<file path="config.mk">
export PLATFORM = sky130hd
export DESIGN_NAME = indexed_list_table_engine_top
export DESIGN_NICKNAME = d
export VERILOG_FILES = /design/src/hdl/ilte_pkg.sv /design/src/hdl/ilte_ram.sv /design/src/hdl/ilte_seq.sv /design/src/hdl/indexed_list_table_engine_top.sv
export SDC_FILE = /design/constraint.sdc
export NUM_CORES = 2
export LEC_CHECK = 0
export ABC_AREA = 1
export BUFFER_PORTS_ARGS = -buffer_cell sky130_fd_sc_hd__buf_2
export CAP_MARGIN = 20
export CORE_ASPECT_RATIO = 1.4
export CORE_MARGIN = 2
export CORE_UTILIZATION = 57
export DETAILED_ROUTE_END_ITERATION = 12
export GPL_ROUTABILITY_DRIVEN = 0
export GPL_TIMING_DRIVEN = 0
export HOLD_SLACK_MARGIN = 0.15
export PLACE_DENSITY = 0.8
export SETUP_SLACK_MARGIN = 0.15
export SLEW_MARGIN = 20
export SYNTH_ARGS = -nofsm -noshare
export SYNTH_HDL_FRONTEND = slang
export SYNTH_HIERARCHICAL = 1
export SYNTH_SLANG_ARGS = --single-unit
</file>
<file path="constraint.sdc">
create_clock -name clk_i -period 5.2 [get_ports clk_i]
set_input_delay 0.26 -clock clk_i [delete_from_list [all_inputs] [get_ports clk_i]]
set_output_delay 0.26 -clock clk_i [all_outputs]
set_load 0.02 [all_outputs]
</file>
<file path="src/hdl/ilte_pkg.sv">
`timescale 1ns / 1ps

package ilte_pkg;

  localparam int CAPACITY   = 64;
  localparam int WORD_WIDTH = 32;

  // Fixed widths of the item fields
  localparam int OP_W      = 3;
  localparam int POS_W     = 7;
  localparam int VAL_W     = 32;
  localparam int CNT_OUT_W = 7;
  localparam int STAT_W    = 2;

  localparam int CNT_W  = $clog2(CAPACITY + 1);
  localparam int ADDR_W = $clog2(CAPACITY);
  localparam int CMP_W  = (CNT_W > POS_W) ? CNT_W : POS_W;

  typedef enum logic [OP_W-1:0] {
    OP_APPEND = 3'd0,
    OP_INSERT = 3'd1,
    OP_DELETE = 3'd2,
    OP_DROP   = 3'd3,
    OP_READ   = 3'd4,
    OP_REMOVE = 3'd5
  } op_e;

  typedef enum logic [STAT_W-1:0] {
    ST_OK     = 2'd0,
    ST_BADPOS = 2'd1,
    ST_EMPTY  = 2'd2,
    ST_FULL   = 2'd3
  } status_e;

  typedef enum logic [2:0] {
    S_IDLE,
    S_CHECK,
    S_RDWAIT,
    S_SHUP,
    S_PUT,
    S_SHDN,
    S_SCAN,
    S_DONE
  } state_e;

  typedef struct packed {
    logic                 valid;
    logic [VAL_W-1:0]     rd_data;
    status_e              st;
    logic [CNT_OUT_W-1:0] cnt;
    logic                 empty;
  } res_t;

  // 32-bit input value to a stored word (sign-extend or truncate)
  function automatic logic [WORD_WIDTH-1:0] to_word(input logic signed [VAL_W-1:0] v);
    logic signed [63:0] t;
    t = 64'(v);
    return t[WORD_WIDTH-1:0];
  endfunction

  // Stored word back to the 32-bit result field
  function automatic logic [VAL_W-1:0] word_to_out(input logic signed [WORD_WIDTH-1:0] w);
    logic signed [63:0] t;
    t = 64'(w);
    return t[VAL_W-1:0];
  endfunction

endpackage

</file>
<file path="src/hdl/ilte_ram.sv">
`timescale 1ns / 1ps

module ilte_ram #(
  parameter int DEPTH = 64,
  parameter int WIDTH = 32
) (
  input  logic                     clk_i,
  input  logic                     we_i,
  input  logic [$clog2(DEPTH)-1:0] waddr_i,
  input  logic [WIDTH-1:0]         wdata_i,
  input  logic                     re_i,
  input  logic [$clog2(DEPTH)-1:0] raddr_i,
  output logic [WIDTH-1:0]         rdata_o
);

  logic [WIDTH-1:0] mem_q [DEPTH];
  logic [WIDTH-1:0] rdata_q;

  always_ff @(posedge clk_i) begin
    if (we_i) begin
      mem_q[waddr_i] <= wdata_i;
    end
    if (re_i) begin
      rdata_q <= mem_q[raddr_i];
    end
  end

  assign rdata_o = rdata_q;

endmodule

</file>
<file path="src/hdl/ilte_seq.sv">
`timescale 1ns / 1ps

module ilte_seq (
  input  logic                              clk_i,
  input  logic                              rst_ni,
  input  logic                              in_valid_i,
  output logic                              in_ready_o,
  input  logic [ilte_pkg::OP_W-1:0]         op_i,
  input  logic [ilte_pkg::POS_W-1:0]        position_i,
  input  logic signed [ilte_pkg::VAL_W-1:0] value_i,
  output ilte_pkg::res_t                    res_o,
  input  logic                              res_take_i,
  output logic                              mem_we_o,
  output logic [ilte_pkg::ADDR_W-1:0]       mem_waddr_o,
  output logic [ilte_pkg::WORD_WIDTH-1:0]   mem_wdata_o,
  output logic                              mem_re_o,
  output logic [ilte_pkg::ADDR_W-1:0]       mem_raddr_o,
  input  logic [ilte_pkg::WORD_WIDTH-1:0]   mem_rdata_i
);

  import ilte_pkg::*;

  state_e                state_q, state_d;
  logic [CNT_W-1:0]      count_q, count_d;
  op_e                   op_q, op_d;
  logic [CMP_W-1:0]      pos_q, pos_d;
  logic [WORD_WIDTH-1:0] w_q, w_d;
  status_e               st_q, st_d;
  logic [VAL_W-1:0]      rd_q, rd_d;
  logic [ADDR_W-1:0]     idx_q, idx_d;
  logic [CNT_W-1:0]      k_q, k_d;

  logic [CMP_W-1:0]  cnt_ext;
  logic [CMP_W-1:0]  pos_p1;
  logic [CNT_W-1:0]  cnt_m1;
  logic              full, empty;
  logic              pos_gt, pos_ge, pos_eq, pos_last;
  logic              idx_last, idx_at_pos, keep;

  assign cnt_ext    = CMP_W'(count_q);
  assign pos_p1     = pos_q + CMP_W'(1);
  assign cnt_m1     = count_q - CNT_W'(1);
  assign full       = (count_q == CNT_W'(CAPACITY));
  assign empty      = (count_q == '0);
  assign pos_gt     = (pos_q > cnt_ext);
  assign pos_ge     = (pos_q >= cnt_ext);
  assign pos_eq     = (pos_q == cnt_ext);
  assign pos_last   = (pos_p1 == cnt_ext);
  assign idx_last   = ((CNT_W'(idx_q) + CNT_W'(1)) == count_q);
  assign idx_at_pos = (CMP_W'(idx_q) == pos_q);
  assign keep       = (mem_rdata_i != w_q);

  // Next state
  always_comb begin
    state_d = state_q;
    case (state_q)
      S_IDLE: begin
        if (in_valid_i) state_d = S_CHECK;
      end
      S_CHECK: begin
        state_d = S_DONE;
        case (op_q)
          OP_INSERT: if (!pos_gt && !full && !pos_eq) state_d = S_SHUP;
          OP_DELETE: if (!pos_ge && !pos_last) state_d = S_SHDN;
          OP_READ:   if (!pos_ge) state_d = S_RDWAIT;
          OP_REMOVE: if (!empty) state_d = S_SCAN;
          default: ;
        endcase
      end
      S_RDWAIT: state_d = S_DONE;
      S_SHUP: begin
        if (idx_at_pos) state_d = S_PUT;
      end
      S_PUT: state_d = S_DONE;
      S_SHDN, S_SCAN: begin
        if (idx_last) state_d = S_DONE;
      end
      S_DONE: begin
        if (res_take_i) state_d = S_IDLE;
      end
      default: state_d = S_IDLE;
    endcase
  end

  // Datapath control
  always_comb begin
    in_ready_o  = 1'b0;
    mem_we_o    = 1'b0;
    mem_waddr_o = '0;
    mem_wdata_o = '0;
    mem_re_o    = 1'b0;
    mem_raddr_o = '0;
    count_d     = count_q;
    op_d        = op_q;
    pos_d       = pos_q;
    w_d         = w_q;
    st_d        = st_q;
    rd_d        = rd_q;
    idx_d       = idx_q;
    k_d         = k_q;
    res_o       = '0;
    case (state_q)
      S_IDLE: begin
        in_ready_o = 1'b1;
        if (in_valid_i) begin
          op_d  = op_e'(op_i);
          pos_d = CMP_W'(position_i);
          w_d   = to_word(value_i);
          st_d  = ST_OK;
          rd_d  = '0;
        end
      end
      S_CHECK: begin
        case (op_q)
          OP_APPEND: begin
            if (full) begin
              st_d = ST_FULL;
            end else begin
              mem_we_o    = 1'b1;
              mem_waddr_o = count_q[ADDR_W-1:0];
              mem_wdata_o = w_q;
              count_d     = count_q + CNT_W'(1);
            end
          end
          OP_INSERT: begin
            if (pos_gt) begin
              st_d = ST_BADPOS;
            end else if (full) begin
              st_d = ST_FULL;
            end else if (pos_eq) begin
              mem_we_o    = 1'b1;
              mem_waddr_o = pos_q[ADDR_W-1:0];
              mem_wdata_o = w_q;
              count_d     = count_q + CNT_W'(1);
            end else begin
              mem_re_o    = 1'b1;
              mem_raddr_o = cnt_m1[ADDR_W-1:0];
              idx_d       = cnt_m1[ADDR_W-1:0];
            end
          end
          OP_DELETE: begin
            if (pos_ge) begin
              st_d = ST_BADPOS;
            end else if (pos_last) begin
              count_d = cnt_m1;
            end else begin
              mem_re_o    = 1'b1;
              mem_raddr_o = pos_p1[ADDR_W-1:0];
              idx_d       = pos_p1[ADDR_W-1:0];
            end
          end
          OP_DROP: begin
            if (empty) st_d = ST_EMPTY;
            else       count_d = cnt_m1;
          end
          OP_READ: begin
            if (pos_ge) begin
              st_d = ST_BADPOS;
            end else begin
              mem_re_o    = 1'b1;
              mem_raddr_o = pos_q[ADDR_W-1:0];
            end
          end
          OP_REMOVE: begin
            if (!empty) begin
              mem_re_o    = 1'b1;
              mem_raddr_o = '0;
              idx_d       = '0;
              k_d         = '0;
            end
          end
          default: ;
        endcase
      end
      S_RDWAIT: rd_d = word_to_out(mem_rdata_i);
      S_SHUP: begin
        // move entry idx up by one, then fetch the one below
        mem_we_o    = 1'b1;
        mem_waddr_o = idx_q + ADDR_W'(1);
        mem_wdata_o = mem_rdata_i;
        if (!idx_at_pos) begin
          mem_re_o    = 1'b1;
          mem_raddr_o = idx_q - ADDR_W'(1);
          idx_d       = idx_q - ADDR_W'(1);
        end
      end
      S_PUT: begin
        mem_we_o    = 1'b1;
        mem_waddr_o = pos_q[ADDR_W-1:0];
        mem_wdata_o = w_q;
        count_d     = count_q + CNT_W'(1);
      end
      S_SHDN: begin
        mem_we_o    = 1'b1;
        mem_waddr_o = idx_q - ADDR_W'(1);
        mem_wdata_o = mem_rdata_i;
        if (idx_last) begin
          count_d = cnt_m1;
        end else begin
          mem_re_o    = 1'b1;
          mem_raddr_o = idx_q + ADDR_W'(1);
          idx_d       = idx_q + ADDR_W'(1);
        end
      end
      S_SCAN: begin
        // compaction: k trails idx, so the write never hits the next read
        if (keep) begin
          mem_we_o    = 1'b1;
          mem_waddr_o = k_q[ADDR_W-1:0];
          mem_wdata_o = mem_rdata_i;
          k_d         = k_q + CNT_W'(1);
        end
        if (idx_last) begin
          count_d = keep ? (k_q + CNT_W'(1)) : k_q;
        end else begin
          mem_re_o    = 1'b1;
          mem_raddr_o = idx_q + ADDR_W'(1);
          idx_d       = idx_q + ADDR_W'(1);
        end
      end
      S_DONE: begin
        res_o.valid   = 1'b1;
        res_o.rd_data = rd_q;
        res_o.st      = st_q;
        res_o.cnt     = CNT_OUT_W'(count_q);
        res_o.empty   = empty;
      end
      default: ;
    endcase
  end

  always_ff @(posedge clk_i or negedge rst_ni) begin
    if (!rst_ni) begin
      state_q <= S_IDLE;
      count_q <= '0;
    end else begin
      state_q <= state_d;
      count_q <= count_d;
    end
  end

  always_ff @(posedge clk_i) begin
    op_q  <= op_d;
    pos_q <= pos_d;
    w_q   <= w_d;
    st_q  <= st_d;
    rd_q  <= rd_d;
    idx_q <= idx_d;
    k_q   <= k_d;
  end

endmodule

</file>
<file path="src/hdl/indexed_list_table_engine_top.sv">
`timescale 1ns / 1ps
// Channel  | Handshake                 | Payload
// ---------+---------------------------+---------------------------------------------------
// in       | in_valid_i / in_stall_o   | op_i, position_i, value_i
// out      | out_valid_o / out_stall_i | read_data_o, status_o, entry_count_o, is_empty_o
//
// One item at a time. Append, drop, errors and unused ops finish in the check
// state; read waits for the RAM; insert shifts the entries from position up, then
// writes the value; delete shifts those above position down; remove keeps only
// entries unlike value. Moves step one entry per cycle, one RAM read, one write.
// Unstalled, the result is registered as the sequencer returns to idle. Reset clears
// the count, not the entry RAM. A stalled result holds the sequencer and the input.

module indexed_list_table_engine_top (
  input  logic                              clk_i,
  input  logic                              rst_ni,
  input  logic                              in_valid_i,
  output logic                              in_stall_o,
  input  logic [ilte_pkg::OP_W-1:0]         op_i,
  input  logic [ilte_pkg::POS_W-1:0]        position_i,
  input  logic signed [ilte_pkg::VAL_W-1:0] value_i,
  output logic                              out_valid_o,
  input  logic                              out_stall_i,
  output logic signed [ilte_pkg::VAL_W-1:0] read_data_o,
  output logic [ilte_pkg::STAT_W-1:0]       status_o,
  output logic [ilte_pkg::CNT_OUT_W-1:0]    entry_count_o,
  output logic                              is_empty_o
);

  import ilte_pkg::*;

  res_t                  res;
  logic                  res_take;
  logic                  in_ready;
  logic                  mem_we, mem_re;
  logic [ADDR_W-1:0]     mem_waddr, mem_raddr;
  logic [WORD_WIDTH-1:0] mem_wdata, mem_rdata;

  // output register
  logic                 out_valid_q, out_valid_d;
  logic [VAL_W-1:0]     rd_q;
  status_e              st_q;
  logic [CNT_OUT_W-1:0] cnt_q;
  logic                 empty_q;

  assign in_stall_o = !in_ready;
  assign res_take   = !out_valid_q || !out_stall_i;

  ilte_seq u_seq (
    .clk_i       (clk_i),
    .rst_ni      (rst_ni),
    .in_valid_i  (in_valid_i),
    .in_ready_o  (in_ready),
    .op_i        (op_i),
    .position_i  (position_i),
    .value_i     (value_i),
    .res_o       (res),
    .res_take_i  (res_take),
    .mem_we_o    (mem_we),
    .mem_waddr_o (mem_waddr),
    .mem_wdata_o (mem_wdata),
    .mem_re_o    (mem_re),
    .mem_raddr_o (mem_raddr),
    .mem_rdata_i (mem_rdata)
  );

  ilte_ram #(
    .DEPTH (CAPACITY),
    .WIDTH (WORD_WIDTH)
  ) u_ram (
    .clk_i   (clk_i),
    .we_i    (mem_we),
    .waddr_i (mem_waddr),
    .wdata_i (mem_wdata),
    .re_i    (mem_re),
    .raddr_i (mem_raddr),
    .rdata_o (mem_rdata)
  );

  always_comb begin
    out_valid_d = out_valid_q && out_stall_i;
    if (res.valid && res_take) out_valid_d = 1'b1;
  end

  always_ff @(posedge clk_i or negedge rst_ni) begin
    if (!rst_ni) begin
      out_valid_q <= 1'b0;
    end else begin
      out_valid_q <= out_valid_d;
    end
  end

  always_ff @(posedge clk_i) begin
    if (res.valid && res_take) begin
      rd_q    <= res.rd_data;
      st_q    <= res.st;
      cnt_q   <= res.cnt;
      empty_q <= res.empty;
    end
  end

  assign out_valid_o   = out_valid_q;
  assign read_data_o   = rd_q;
  assign status_o      = st_q;
  assign entry_count_o = cnt_q;
  assign is_empty_o    = empty_q;

endmodule

</file>
==> results of run 1 <==
[what timing repair did]
action,in CTS
hold buffers,85
setup buffers,92
resized for setup,116
endpoints found under the hold margin,118
endpoints found under the setup margin,793
pin swaps,32
[layer usage]
layer,GRT overflow,GRT usage [%]
met1,2,58.6
met2,6,77.2
met3,2,54.6
met4,1,56.7
met5,1,46.3
[cells by family after synthesis]
family,count (synthesis),synth area share [%]
simple gates,4768,22.5
flops,2222,72.9
buf+inv,654,3.37
compound gates,115,0.747
xor+xnor,38,0.364
fa+ha+maj,14,0.191
[through the flow]
stage	instance area (um^2)	util [%]
after floorplan	91500	-
after global placement	94600	59.1
after detailed placement	100000	62.7
after CTS	108000	67.6
==> reports/results.tsv, run 1 <==
stage	metric	value	unit
outcome	outcome	stopped before the end	
outcome	Failed at	5_1_grt	
outcome	first error	[ERROR GRT-0232] Routing congestion too high. Check the congestion heatmap in the GUI.	
timing	worst ep type	sequential cell input	
logic_synthesis	count of cell types in the netlist	44	
logic_synthesis	share of the synthesized area in the top cell type	72.6	%
logic_synthesis	async set-or-reset flop fraction in the synthesized netlist	0.495	%
clock_network	Root Buffer Master	clkbuf_16	
timing	GRT repair_timing worst endpoint	u_ram/rdata_o[3]$_DFFE_PP_/D	
logic_synthesis	syn nets	7871	
global_route	global route overflow	12	
floorplanning	Die H	478	um
clock_network	CTS max path bufs	3	
floorplanning	Initial Util	57.2	%
floorplanning	IO Count	90	
logic_synthesis	Synth Register Bits	2222	
global_route	Total GRT Usage	62.6	%
clock_network	CTS Buf Count	184	
logic_synthesis	synth cell count leaders	nand2_1 (2536), edfxtp_1 (2211), nand3_1 (1971), buf_2 (258), nor2_1 (205)	
global_route	initial antenna violation count	95	
clock_network	Clock Sinks	2222	
placed_design	Placed Cells	10220	
placed_design	Final HPWL DP	239000	um
logic_synthesis	Seq/Total Area, Yosys	72.9	%
clock_network	H-tree depth	4	
logic_synthesis	Synth area leader	edfxtp_1	
global_route	largest net degree at the start of global routing	33	
logic_synthesis	synth top area cells	edfxtp_1 (73%), nand3_1 (11%), nand2_1 (10%), buf_2 (1.4%), nor2_1 (0.84%)	
logic_synthesis	Post-Syn Area	91500	um^2
logic_synthesis	Avg Cell Area, Syn	11.7	um^2
logic_synthesis	Post-synth EDFFs	2211	
floorplanning	num rows	174	
logic_synthesis	Mapped Cells	7811	
placed_design	I/O Buffers	89	
floorplanning	Chip Width	343	um
placed_design	pre-CTS WS	-0.468	ns
logic_synthesis	most common cell in the netlist	nand2_1	
logic_synthesis	Synth warnings	6	
logic_synthesis	ys flop type	edfxtp_1	
==> inputs of run 2 (changes only) <==
Settings changed: CORE_ASPECT_RATIO 1.4 to unset, CORE_UTILIZATION 57 to 40, HOLD_SLACK_MARGIN 0.15 to unset, PLACE_DENSITY 0.8 to unset, PLACE_DENSITY_LB_ADDON set to 0.15, SETUP_SLACK_MARGIN 0.15 to unset.
Clock period 5.2 ns to 6.8 ns, I/O delays scaled along.
==> reports/results.tsv, run 2 <==
stage	metric	value	unit	change
route	via count	68037		
hold_path	hold crit path type	in -> reg		
global_route	GR Util met3	8.12	%	
route	First-pass DRT Iterations	6		
global_route	initial antenna violation count	29		
floorplanning	area of the core	227000	um^2	
critical_path	number of buffers and inverters on the critical path	7		
critical_path	cell mode on critical path	nand2_1		
floorplanning	Die ar.	233000	um^2	
timing	Max Slew Vio Count	0		
clock_network	Clock Sinks	2222		unchanged
route	post-route ant nets	0		
logic_synthesis	syn nets	7871		unchanged
clock_network	H-tree depth	4		unchanged
critical_path	Worst path top cell family by delay	simple AND/OR/NAND/NOR gates		
timing	Worst Slack Setup Final	0.372	ns	
global_route	met1 Use GR	41.4	%	
clock_network	worst skew pair latency	0.90	ns	
critical_path	reg2reg start	u_seq/cnt_ext[4]		
floorplanning	Die H	482	um	was 478 um
clock_network	Root Buffer Master	clkbuf_16		unchanged
logic_synthesis	synth top area cells	edfxtp_1 (73%), nand3_1 (11%), nand2_1 (10%), buf_2 (1.4%), nor2_1 (0.84%)		unchanged
outcome	outcome	finished, final reports clean		was stopped before the end
logic_synthesis	share of the synthesized area in the top cell type	72.6	%	unchanged
critical_path	critical path cell sequence	inv_2 > ha_1 > nand2_1 > nor2_1 > nand4_1 > nand3_1 > inv_1 > nand3_1 > o22ai_1 > inv_1 > nand2_1 > nand2_1 > nand2_1 > buf_2 > inv_1 > buf_2 > buf_1 > nand3_1 > nand3_1 > nand3_1 > nand2_1 > nand2_1 > nand2_1		
timing	RSZ-0062 raised after global routing	false		
clock_network	post-CTS setup buffer count	0		was 92
logic_synthesis	Post-synth EDFFs	2211		unchanged
finish	most common cell after layout, fill and taps aside	nand2_1		
critical_path	crit path DAT	7.17	ns	
logic_synthesis	Post-Syn Area	91500	um^2	unchanged
logic_synthesis	most common cell in the netlist	nand2_1		unchanged
critical_path	WS Path Type	reg -> reg		
global_route	first-pass GRT wire length	499000	um	
clock_network	CTS tree	done		
route	wire length per cell	31.4	um	
finish	max reg flops	2048		
timing	Final Hold Fails	0		
finish	Largest Register	u_ram/mem_q		
timing	period utilisation layout	94.5	%	
clock_network	CTS max path bufs	3		unchanged
timing	fmax	156	MHz	
global_route	met2 Use GR	46.6	%	
global_route	vias in the first global route	62588		
finish	most frequent cells in the layout	nand2_1 (2536), edfxtp_1 (2211), nand3_1 (1970)		
hold_path	min-delay src	value_i[2]		
route	DRT Wirelength	366000	um	
floorplanning	Chip Width	482	um	was 343 um
placed_design	pre-CTS WS	0.595	ns	was -0.468 ns
critical_path	CP max stage cell	buf_1		
logic_synthesis	Seq/Total Area, Yosys	72.9	%	unchanged
logic_synthesis	Synth warnings	6		unchanged
timing	post-layout minimum cycle time	6.43	ns	
critical_path	crit path launch	u_seq/cnt_ext[4]		
global_route	gr busiest metal	met2		
placed_design	Final HPWL DP	264000	um	was 239000 um
critical_path	slowest cell delay on critical path	0.93	ns	
timing	Max transition margin	14.2	%	
logic_synthesis	synth cell count leaders	nand2_1 (2536), edfxtp_1 (2211), nand3_1 (1971), buf_2 (258), nor2_1 (205)		unchanged
finish	synthesis-to-layout area growth	20.2	%	
logic_synthesis	async set-or-reset flop fraction in the synthesized netlist	0.495	%	unchanged
finish	layout cell share with drive strength beyond 1	13.2	%	
timing	Worst Hold Margin	0.182	ns	
critical_path	worst-path maximum fanout	10		
logic_synthesis	Synth area leader	edfxtp_1		unchanged
route	Remaining DRCs	0		
critical_path	data required time at the worst endpoint	7.55	ns	
global_route	Total GRT Usage	31.0	%	
clock_network	CTS Buf Count	229		was 184
route	Via density	5.85		
logic_synthesis	Avg Cell Area, Syn	11.7	um^2	unchanged
finish	post-route cell area	110000	um^2	
logic_synthesis	Synth Register Bits	2222		unchanged
floorplanning	num rows	175		was 174
timing	skew final	0.0667	ns	
floorplanning	Initial Util	40.3	%	was 57.2%
logic_synthesis	Mapped Cells	7811		unchanged
finish	fin nets	8478		
job	Max Cap Viol	0		
placed_design	DP Area	102000	um^2	was 100000 um^2
global_route	largest net degree at the start of global routing	31		
global_route	global route overflow	0		
route	1st-iter DRT viols	10147		
timing	Final setup viols	0		
critical_path	CP Capture Type	flip-flop		
clock_network	register clock-pin slew on the reported worst setup and hold paths	0.06	ns	
floorplanning	IO Count	90		unchanged
critical_path	Critical Path Start Type	flip-flop		
logic_synthesis	ys flop type	edfxtp_1		unchanged
placed_design	I/O Buffers	89		unchanged
timing	Least-Margin Pin Slew	1.29	ns	
logic_synthesis	count of cell types in the netlist	44		unchanged
## run 2: cell counts after synthesis
No cell type changed its count.
## run 2: cells by family after synthesis
kind of cell / after synthesis / synth area share (%)
simple gates: 4768 / 22.5
flops: 2222 / 72.9
buf+inv: 654 / 3.37
compound gates: 115 / 0.747
xor+xnor: 38 / 0.364
fa+ha+maj: 14 / 0.191
## run 2: layout make-up
class	count	area, um^2
Fill cell	20048	117000
Sequential cell	2222	66700
Buffer	469	2400
Clock buffer	282	5970
Timing Repair Buffer	376	6470
Clock inverter	142	1320
Tap cell	3009	3760
Antenna cell	18	45.0
Inverter	185	699
Multi-Input combinational cell	4935	22600
## run 2: metal layers
| layer | wire [um] | vias up |
|---|---|---|
| li1 | - | 28831 |
| met3 | 42600 | 943 |
| met4 | 21800 | 18 |
| met5 | 300 | - |
| met2 | 160000 | 4422 |
| met1 | 141000 | 33823 |
## run 2: final timing paths
| path | to | slack, ns | cells after the start |
|---|---|---|---|
| setup reg to reg | u_ram/rdata_o[2] | 0.37 | 23 |
| setup / recovery | u_ram/rdata_o[2] | 0.37 | 23 |
| max in group asynchronous | u_seq/state_q[1] | 5.81 | 3 |
| hold reg to reg | read_data_o[27] | 0.56 | 2 |
| min in group asynchronous | u_seq/cnt_ext[6] | 0.61 | 3 |
| hold / removal | u_seq/w_q[2] | 0.18 | 2 |
## run 2: stage by stage
stage	util, %	setup TNS (ns)	std cells
CTS	48.4	0	11620
finish	48.4	0	11638
global route	48.4	0	11625
detailed placement	45.0	0	11150
global placement	42.1	-3575.52	10909
floorplan	-	0	7811
## run 2: repair_timing
action / CTS / global route
endpoints found under the hold margin: 74 / 0
gates resized for setup: 0 / 0
hold buffers: 46 / 0
## run 2: worst register-to-register path, delay by kind of cell (launching register included)
family	cells	cell delay, ns
and+or+nand+nor	14	2.74
AOI/OAI and AO/OA	1	0.14
adders and majority gates	1	0.35
DFF	1	0.57
buffers and inverters	7	2.53
Power of run 2 is not shown: default switching activity piles up to over one toggle a cycle in this logic, so the estimate is an artifact.
